**config.mk**
```make
export PLATFORM = sky130hd
export DESIGN_NAME = ps2_mouse_packet_cursor_tracker
export DESIGN_NICKNAME = d
export VERILOG_FILES = /design/src/ps2mct_pkg.sv /design/src/ps2mct_assembler.sv /design/src/ps2mct_cursor.sv /design/src/ps2_mouse_packet_cursor_tracker.sv
export SDC_FILE = /design/constraint.sdc
export NUM_CORES = 1
export LEC_CHECK = 0
export BUFFER_PORTS_ARGS = -buffer_cell sky130_fd_sc_hd__buf_4
export CAP_MARGIN = 20
export CORE_ASPECT_RATIO = 0.9
export CORE_UTILIZATION = 64
export CTS_CLUSTER_DIAMETER = 200
export DETAILED_ROUTE_END_ITERATION = 10
export GPL_TIMING_DRIVEN = 0
export PLACE_DENSITY_LB_ADDON = 0.08
export SETUP_SLACK_MARGIN = 0.4
export SLEW_MARGIN = 20
export SYNTH_ARGS = -nofsm -noshare
export SYNTH_HDL_FRONTEND = slang
export SYNTH_HIERARCHICAL = 1
export SYNTH_SLANG_ARGS = --single-unit
```
**constraint.sdc**
```tcl
create_clock -name clock -period 15.2 [get_ports clock]
set_clock_uncertainty 0.2 [all_clocks]
set_input_delay 3.04 -clock clock [delete_from_list [all_inputs] [get_ports clock]]
set_output_delay 3.04 -clock clock [all_outputs]
set_load 0.02 [all_outputs]
```
**src/ps2mct_pkg.sv**
```systemverilog
// Shared types and constants for the PS/2 mouse packet cursor tracker.
// No dependencies; every other file of the block imports this package.
package ps2mct_pkg;

   // Bits of the first (flags) byte of a mouse packet.
   localparam int SYNC_BIT  = 3;
   localparam int XSIGN_BIT = 4;
   localparam int YSIGN_BIT = 5;
   localparam int XOVF_BIT  = 6;
   localparam int YOVF_BIT  = 7;
   localparam int BTN_BITS  = 3;

   localparam int CFG_BITS = 13;

   // Configuration register indexes.
   localparam logic REG_SCREEN_WIDTH  = 1'b0;
   localparam logic REG_SCREEN_HEIGHT = 1'b1;

   localparam logic [CFG_BITS-1:0] SCREEN_WIDTH_RESET  = 13'd1024;
   localparam logic [CFG_BITS-1:0] SCREEN_HEIGHT_RESET = 13'd768;

   // Position within a three-byte packet.
   localparam logic [1:0] POS_FLAGS = 2'd0;
   localparam logic [1:0] POS_X     = 2'd1;
   localparam logic [1:0] POS_Y     = 2'd2;

   // A complete packet without overflow, handed from framing to the cursor logic.
   typedef struct packed {
      logic       valid;
      logic [7:0] flags;
      logic [7:0] x_byte;
      logic [7:0] y_byte;
   } packet_type;

endpackage

```
**src/ps2mct_assembler.sv**
```systemverilog
// Input register and three-byte packet framing for the PS/2 mouse tracker.
// Depends on ps2mct_pkg.
module ps2mct_assembler
   import ps2mct_pkg::*;
(
   input  logic       clock,
   input  logic       reset,
   input  logic       req_valid,
   output logic       req_stall,
   input  logic [7:0] req_data_byte,
   input  logic       req_from_aux,
   input  logic       advance,
   output packet_type packet,
   output logic       hold_valid,
   output logic [1:0] frame_pos
);

   logic       hold_valid_ff, hold_valid_in;
   logic [7:0] hold_byte_ff;
   logic       hold_aux_ff;
   logic [1:0] pos_ff, pos_in;
   logic [7:0] flags_ff, flags_in;
   logic [7:0] x_byte_ff, x_byte_in;
   logic       step;

   assign req_stall     = hold_valid_ff && !advance;
   assign hold_valid_in = req_stall ? hold_valid_ff : req_valid;
   assign step          = hold_valid_ff && advance && hold_aux_ff;

   always_comb begin
      pos_in         = pos_ff;
      flags_in       = flags_ff;
      x_byte_in      = x_byte_ff;
      packet.valid   = 1'b0;
      packet.flags   = flags_ff;
      packet.x_byte  = x_byte_ff;
      packet.y_byte  = hold_byte_ff;
      if (step) begin
         unique case (pos_ff)
            POS_X: begin
               x_byte_in = hold_byte_ff;
               pos_in    = POS_Y;
            end
            POS_Y: begin
               pos_in       = POS_FLAGS;
               packet.valid = !flags_ff[XOVF_BIT] && !flags_ff[YOVF_BIT];
            end
            default: begin
               // A first byte must carry the sync bit; anything else is dropped.
               if (hold_byte_ff[SYNC_BIT]) begin
                  flags_in = hold_byte_ff;
                  pos_in   = POS_X;
               end else begin
                  pos_in = POS_FLAGS;
               end
            end
         endcase
      end
   end

   always_ff @(posedge clock) begin
      if (reset) begin
         hold_valid_ff <= 1'b0;
         pos_ff        <= POS_FLAGS;
         flags_ff      <= 8'd0;
         x_byte_ff     <= 8'd0;
      end else begin
         hold_valid_ff <= hold_valid_in;
         pos_ff        <= pos_in;
         flags_ff      <= flags_in;
         x_byte_ff     <= x_byte_in;
      end
   end

   always_ff @(posedge clock) begin
      if (req_valid && !req_stall) begin
         hold_byte_ff <= req_data_byte;
         hold_aux_ff  <= req_from_aux;
      end
   end

   assign hold_valid = hold_valid_ff;
   assign frame_pos  = pos_ff;

endmodule

```
**src/ps2mct_cursor.sv**
```systemverilog
// Delta forming, cursor clamping and the result register of the mouse tracker.
// Depends on ps2mct_pkg.
module ps2mct_cursor
   import ps2mct_pkg::*;
#(
   parameter int COORD_BITS = 12
) (
   input  logic                  clock,
   input  logic                  reset,
   input  logic                  advance,
   input  packet_type            packet,
   input  logic [CFG_BITS-1:0]   screen_width,
   input  logic [CFG_BITS-1:0]   screen_height,
   output logic                  rsp_valid,
   output logic signed [8:0]     rsp_delta_x,
   output logic signed [9:0]     rsp_delta_y,
   output logic [BTN_BITS-1:0]   rsp_button_bits,
   output logic [COORD_BITS-1:0] rsp_cursor_x,
   output logic [COORD_BITS-1:0] rsp_cursor_y,
   output logic [BTN_BITS-1:0]   rsp_buttons_changed
);

   localparam int SizeBits = COORD_BITS + 1;
   localparam int SumBits  = COORD_BITS + 2;
   localparam int CmpBits  = (SizeBits > CFG_BITS) ? SizeBits : CFG_BITS;
   localparam int TopSize  = 1 << COORD_BITS;
   localparam int RstX = ((int'(SCREEN_WIDTH_RESET) > TopSize) ? TopSize
                                                               : int'(SCREEN_WIDTH_RESET)) / 2;
   localparam int RstY = ((int'(SCREEN_HEIGHT_RESET) > TopSize) ? TopSize
                                                                : int'(SCREEN_HEIGHT_RESET)) / 2;

   // A size of zero acts as one; one beyond the coordinate range acts as the range.
   function automatic logic [SizeBits-1:0] effective_size(input logic [CFG_BITS-1:0] reg_val);
      logic [CmpBits-1:0] ext;
      logic [CmpBits-1:0] top;
      logic [CmpBits-1:0] res;
      ext = CmpBits'(reg_val);
      top = CmpBits'(1) << COORD_BITS;
      if (ext == '0) begin
         res = CmpBits'(1);
      end else if (ext > top) begin
         res = top;
      end else begin
         res = ext;
      end
      return SizeBits'(res);
   endfunction

   function automatic logic [COORD_BITS-1:0] clamp_axis(input logic signed [SumBits-1:0] v,
                                                         input logic [SizeBits-1:0] size);
      logic [SizeBits-1:0] size_m1;
      logic [COORD_BITS-1:0] res;
      size_m1 = size - SizeBits'(1);
      if (v[SumBits-1]) begin
         res = '0;
      end else if (v[SizeBits-1:0] >= size) begin
         res = size_m1[COORD_BITS-1:0];
      end else begin
         res = v[COORD_BITS-1:0];
      end
      return res;
   endfunction

   logic [COORD_BITS-1:0]   pos_x_ff, pos_x_in;
   logic [COORD_BITS-1:0]   pos_y_ff, pos_y_in;
   logic [BTN_BITS-1:0]     last_btn_ff, last_btn_in;
   logic                    valid_ff;
   logic signed [8:0]       dx;
   logic signed [9:0]       dy;
   logic signed [SumBits-1:0] sum_x, sum_y;
   logic [BTN_BITS-1:0]     buttons;
   logic                    take;

   // The sign bit in the flags byte is the ninth bit of a two's complement count.
   assign dx      = {packet.flags[XSIGN_BIT], packet.x_byte};
   assign dy      = 10'sd0 - {packet.flags[YSIGN_BIT], packet.flags[YSIGN_BIT], packet.y_byte};
   assign sum_x   = $signed({2'b00, pos_x_ff}) + SumBits'(dx);
   assign sum_y   = $signed({2'b00, pos_y_ff}) + SumBits'(dy);
   assign buttons = packet.flags[BTN_BITS-1:0];
   assign take    = advance && packet.valid;

   always_comb begin
      pos_x_in    = pos_x_ff;
      pos_y_in    = pos_y_ff;
      last_btn_in = last_btn_ff;
      if (take) begin
         pos_x_in    = clamp_axis(sum_x, effective_size(screen_width));
         pos_y_in    = clamp_axis(sum_y, effective_size(screen_height));
         last_btn_in = buttons;
      end
   end

   always_ff @(posedge clock) begin
      if (reset) begin
         valid_ff    <= 1'b0;
         pos_x_ff    <= COORD_BITS'(RstX);
         pos_y_ff    <= COORD_BITS'(RstY);
         last_btn_ff <= '0;
      end else begin
         if (advance) begin
            valid_ff <= packet.valid;
         end
         pos_x_ff    <= pos_x_in;
         pos_y_ff    <= pos_y_in;
         last_btn_ff <= last_btn_in;
      end
   end

   always_ff @(posedge clock) begin
      if (take) begin
         rsp_delta_x         <= dx;
         rsp_delta_y         <= dy;
         rsp_button_bits     <= buttons;
         rsp_cursor_x        <= pos_x_in;
         rsp_cursor_y        <= pos_y_in;
         rsp_buttons_changed <= buttons ^ last_btn_ff;
      end
   end

   assign rsp_valid = valid_ff;

endmodule

```
**src/ps2_mouse_packet_cursor_tracker.sv**
```systemverilog
// PS/2 mouse packet cursor tracker: takes one controller byte per cycle unless
// stalled, frames three-byte mouse packets and moves a clamped cursor. A request
// is registered on acceptance and its result, if any, enters the result register.
// One request can be accepted every cycle; the rate is set by the single
// register-to-register pass through the cursor adder and clamp. A stalled result
// holds the pipeline, with one further request taken into the input register.
// Keyboard bytes, bytes lost while resynchronising and packets with an overflow
// flag give no result. Write screen size registers through the csr port only while
// the block is idle, which it does not check; they take effect at the next packet.
// Depends on ps2mct_pkg, ps2mct_assembler and ps2mct_cursor.
module ps2_mouse_packet_cursor_tracker
   import ps2mct_pkg::*;
#(
   parameter int COORD_BITS = 12
) (
   input  logic                  clock,
   input  logic                  reset,
   input  logic                  req_valid,
   output logic                  req_stall,
   input  logic [7:0]            req_data_byte,
   input  logic                  req_from_aux,
   output logic                  rsp_valid,
   input  logic                  rsp_stall,
   output logic signed [8:0]     rsp_delta_x,
   output logic signed [9:0]     rsp_delta_y,
   output logic [BTN_BITS-1:0]   rsp_button_bits,
   output logic [COORD_BITS-1:0] rsp_cursor_x,
   output logic [COORD_BITS-1:0] rsp_cursor_y,
   output logic [BTN_BITS-1:0]   rsp_buttons_changed,
   input  logic                  csr_valid,
   output logic                  csr_ready,
   input  logic                  csr_index,
   input  logic [CFG_BITS-1:0]   csr_data
);

   logic [CFG_BITS-1:0] width_ff, width_in;
   logic [CFG_BITS-1:0] height_ff, height_in;
   logic                advance;
   logic                hold_valid;
   logic [1:0]          frame_pos;
   packet_type          packet;

   assign csr_ready = 1'b1;

   always_comb begin
      width_in  = width_ff;
      height_in = height_ff;
      if (csr_valid && csr_ready) begin
         unique case (csr_index)
            REG_SCREEN_WIDTH:  width_in  = csr_data;
            REG_SCREEN_HEIGHT: height_in = csr_data;
            default:           width_in  = width_ff;
         endcase
      end
   end

   always_ff @(posedge clock) begin
      if (reset) begin
         width_ff  <= SCREEN_WIDTH_RESET;
         height_ff <= SCREEN_HEIGHT_RESET;
      end else begin
         width_ff  <= width_in;
         height_ff <= height_in;
      end
   end

   // Work moves on unless a finished result is waiting and stalled.
   assign advance = !(rsp_valid && rsp_stall);

   ps2mct_assembler u_assembler (
      .clock         (clock),
      .reset         (reset),
      .req_valid     (req_valid),
      .req_stall     (req_stall),
      .req_data_byte (req_data_byte),
      .req_from_aux  (req_from_aux),
      .advance       (advance),
      .packet        (packet),
      .hold_valid    (hold_valid),
      .frame_pos     (frame_pos)
   );

   ps2mct_cursor #(
      .COORD_BITS (COORD_BITS)
   ) u_cursor (
      .clock               (clock),
      .reset               (reset),
      .advance             (advance),
      .packet              (packet),
      .screen_width        (width_ff),
      .screen_height       (height_ff),
      .rsp_valid           (rsp_valid),
      .rsp_delta_x         (rsp_delta_x),
      .rsp_delta_y         (rsp_delta_y),
      .rsp_button_bits     (rsp_button_bits),
      .rsp_cursor_x        (rsp_cursor_x),
      .rsp_cursor_y        (rsp_cursor_y),
      .rsp_buttons_changed (rsp_buttons_changed)
   );

   a_stall_needs_held: assert property (@(posedge clock) disable iff (reset)
      req_stall |-> hold_valid)
      else $error("request stalled with an empty input register");

   a_frame_pos_legal: assert property (@(posedge clock) disable iff (reset)
      frame_pos != 2'd3)
      else $error("packet byte position out of range");

   a_frame_frozen: assert property (@(posedge clock) disable iff (reset)
      (rsp_valid && rsp_stall) |=> $stable(frame_pos))
      else $error("framing advanced while the result was stalled");

   a_packet_only_on_last: assert property (@(posedge clock) disable iff (reset)
      packet.valid |-> (frame_pos == POS_Y && hold_valid))
      else $error("packet completed away from its third byte");

endmodule
```
; ---- After elaboration in Yosys (flattened, before gate mapping)
; Cells that the tools add are included.
[classes]
n_bitwise = 3
eq_ne = 2
muxes = 16
addsub = 5
reduce_logical = 18
n_lt_le_gt_ge = 4
[ops]
columns = op, n
row1 = $mux 13, 6
row2 = $mux 12, 6
row3 = $ge 13x13->1, 2
row4 = $gt 13x13->1 const B, 2
row5 = $logic_not 13->1, 2
row6 = $sub 12x1->12 const B, 2
row7 = $add 13x10->14, 1
row8 = $add 13x9->14, 1
row9 = $sub 1x9->10 const A, 1
row10 = $logic_and 1x1->1, 7
row11 = $reduce_and 2->1, 3
row12 = $logic_not 1->1, 4
row13 = $pmux 2 s2, 1
row14 = $mux 1, 3
row15 = $reduce_and 3->1, 1
row16 = $xor 3x3->3, 1
row17 = $eq 2x1->1 const B, 1
row18 = $eq 2x2->1 const B, 1
row19 = $not 1->1, 2
row20 = $reduce_or 2->1, 1
[totals]
ff_bits = 131
out_inout_bits = 52
word_cells = 66
input_bits = 28

; ---- Logic depth before layout (Yosys ltp)
[depth]
depth_word = 11
mapped_depth = 20
depth_no_buf = 19

; ---- Hierarchy
; Netlist, hierarchy kept.
[modules_own_cells]
columns = mod, instances, seq_area_each_um2, cells_per_inst, area_per_inst_um2
row1 = ps2mct_cursor, 1, 2031.9, 547, 5280.1
row2 = ps2_mouse_packet_cursor_tracker, 1, 520.5, 106, 1124.8
row3 = ps2mct_assembler, 1, 650.6, 100, 1026.0

; ---- Least setup slack after synthesis
; No wires, ideal clock.
[synth_timing]
path_type = input to output
startpoint = input rsp_stall
endpoint = output req_stall
path_slack_ps = 8515
arrival_time_ps = 3445
t_required_ps = 11960
path_buffers = 0
cell_stages = 2
cell_sequence = nand2_1 and2b_2
[synth_via]
elab_chain_cells = 2
[synth_rtl]
columns = element, line
row1 = "start, declared", ps2_mouse_packet_cursor_tracker.sv:23  ; input logic rsp_stall,
row2 = $logic_and 1x1->1, ps2_mouse_packet_cursor_tracker.sv:68  ; assign advance = !(rsp_valid && rsp_stall);
row3 = $logic_and 1x1->1, ps2mct_assembler.sv:26  ; assign req_stall = hold_valid_ff && !advance;
row4 = "end, declared", ps2_mouse_packet_cursor_tracker.sv:19  ; output logic req_stall,
; Every way passes these cells.

; ---- Worst setup path in the final report
; Same ends and word-level chain as after synthesis.

==> impl_metrics.tcl <==
set metrics [dict create \
    drive_above_1_share_pct 17.3 \
    dp_hpwl_microns 13100 \
    fill_cells 736 \
    internal-power_uw 649 \
    setup_slack_ns 8.19 \
    seqPwrFrac_pct 43.2 \
    syn-num-nets 838 \
    clockBufferDepth 2 \
    layout_common_cells "87 x nand2_1, 80 x buf_4, 72 x dfxtp_1" \
    final_hold_viol_count 0 \
    rsz0062_at_grt "no" \
    cts_tree "built" \
    grt_use_met2_pct 50.3 \
    crit_path_start_kind "input pin" \
    synth_area_sq_um 7400 \
    tightest_slew_ns 0.951 \
    synthToLayoutAreaGrowth_pct 18.2 \
    ctsHoldBuffers 0 \
    fin_setup_tns_ns 0 \
    core_area_sq_um 11000 \
    register_area_sq_um 3180 \
    die_area_sq_um 12000 \
    post-cts-setup-buffer-count 0 \
    final-max-slew-violation-count 0 \
    gr-usage-met1_pct 42.7 \
    grt_pass1_vias 5862 \
    worst-path-max-fanout 8 \
    run_status "completed" \
    cts_root_buf "clkbuf_16" \
    synth_cells 750 \
    wirelength_microns 18000 \
    end_kind "output port" \
    critPathKind "in -> out" \
    grt_max_degree 37 \
    swShare_pct 26.5 \
    final_cells 1011 \
    antenna_found_initial 0 \
    max_clock_freq_ghz 0.143 \
    avgSynthCellArea_sq_um 9.87 \
    placedCellCount 979 \
    via_count 6183 \
    ant_nets 0 \
    finalCriticalPeriod_ns 7.01 \
    track_usage_pct 31.8 \
    ir_drop_mv 0.155 \
    cts-resized-gates 0 \
    cts_sinks 130 \
    drc 0 \
    maxCapViolations 0 \
    multi_input_comb_area_sq_um 3980 \
    pwr_density_cell_nw_per_um2 101 \
    final_common_cell "nand2_1" \
    cts_buffers 17 \
    firstDrtPassIters 4 \
    fin_nets 934 \
    clkTransAtPathRegs_ns 0.06 \
    viasPerCell 6.12 \
    hold_depth 2 \
    dp_slack_ns 8.21 \
    grt_pass1_wl_microns 29500 \
    routabilityCongestion 0.914 \
    clock_latency_ns 0.41 \
    period_share_pct 46.1 \
    timing.slew.headroom_pct 36.5 \
    min_path_type "reg -> reg" \
    r2r_cells 17 \
    worstPathRequired_ns 11.96 \
    power.switching_uw 234 \
    cp.arrival_ns 3.77 \
    setup_viol 0 \
    post_drt_wl_per_cell_microns 17.8 \
    met3_usage_pct 7.17 \
    synth_warnings 6 \
    h-tree-depth 4 \
    grt_remaining_overflow 0 \
    diodes 0 \
    comb_power_share_pct 14.0 \
    row_count 36 \
    power_frac_clock_pct 42.8 \
    fp.dieW_microns 115 \
    drt_iter0_markers 568 \
    gr-max-usage-layer "met2" \
    p_leak_nw 3.77 \
    die_h_microns 104 \
    ios 80 \
    numPortBuffers 76 \
    start_util_pct 67.1 \
]
## path summary, 6_finish.rpt
path	end	slack (ns)	from
min reg2reg	u_cursor/last_btn_ff[0]$_SDFFE_PP0P_	0.28	u_cursor/last_btn_ff[0]$_SDFFE_PP0P_
max	req_stall	8.19	rsp_stall
min	u_cursor/last_btn_ff[0]$_SDFFE_PP0P_	0.28	u_cursor/last_btn_ff[0]$_SDFFE_PP0P_
max reg2reg	u_cursor/pos_y_ff[6]$_SDFF_PP0_	9.49	u_assembler/hold_byte_ff[5]$_DFFE_PP_
## flip-flops by register name, summed over array words and instances (netlist names)
signal / flops
width_ff: 13
u_assembler/frame_pos: 2
u_cursor/last_btn_ff: 3
height_ff: 13
u_cursor/rsp_cursor_x: 12
u_cursor/rsp_button_bits: 3
u_assembler/hold_valid: 1
u_assembler/hold_aux_ff: 1
u_cursor/pos_y_ff: 12
u_cursor/pos_x_ff: 12
u_cursor/rsp_cursor_y: 12
u_cursor/rsp_buttons_changed: 3
u_cursor/rsp_delta_x: 9
u_cursor/rsp_valid: 1
u_assembler/hold_byte_ff: 8
u_assembler/x_byte_ff: 8
u_assembler/flags_ff: 7
u_cursor/rsp_delta_y: 10
## per-stage QoR
step	cell area, sq um	util, %	hold slack, ns	power (mW)
2_1_floorplan	7400	-	0.237	0.475
3_3_place_gp	8160	74.0	0.253	0.503
3_5_place_dp	8180	74.1	0.266	0.507
4_1_cts	8750	79.3	0.276	0.883
5_1_grt	8750	79.3	0.298	0.916
6_report	8750	79.3	0.282	0.883
## critical path, stage by stage
cell and delay (ns):
buf_4 0.11, nand2_1 0.19, and2b_2 0.27, buf_4 0.16
## power by group through the flow
| stage | Clock (mW) | Sequential [mW] | Combinational (mW) |
|---|---|---|---|
| floorplan | 0 | 0.384 | 0.0903 |
| global placement | 0 | 0.388 | 0.115 |
| detailed placement | 0 | 0.388 | 0.119 |
| CTS | 0.381 | 0.381 | 0.121 |
| global route | 0.398 | 0.382 | 0.136 |
| finish | 0.378 | 0.381 | 0.124 |
## routing by layer
metal / vias up / wire length (microns)
met3: 38 / 1190
met2: 251 / 8510
met5: - / 0
met4: 0 / 422
met1: 2954 / 7890
li1: 2940 / -
## layout make-up
| class | instances | share of cell area (%) |
|---|---|---|
| Multi-Input combinational cell | 567 | 45.5 |
| Buffer | 26 | 1.60 |
| Clock buffer | 19 | 5.31 |
| Inverter | 27 | 1.16 |
| Tap cell | 152 | 2.17 |
| Clock inverter | 13 | 1.16 |
| Sequential cell | 130 | 36.4 |
| Timing Repair Buffer | 77 | 6.75 |
(Power assumes the default switching activity.)
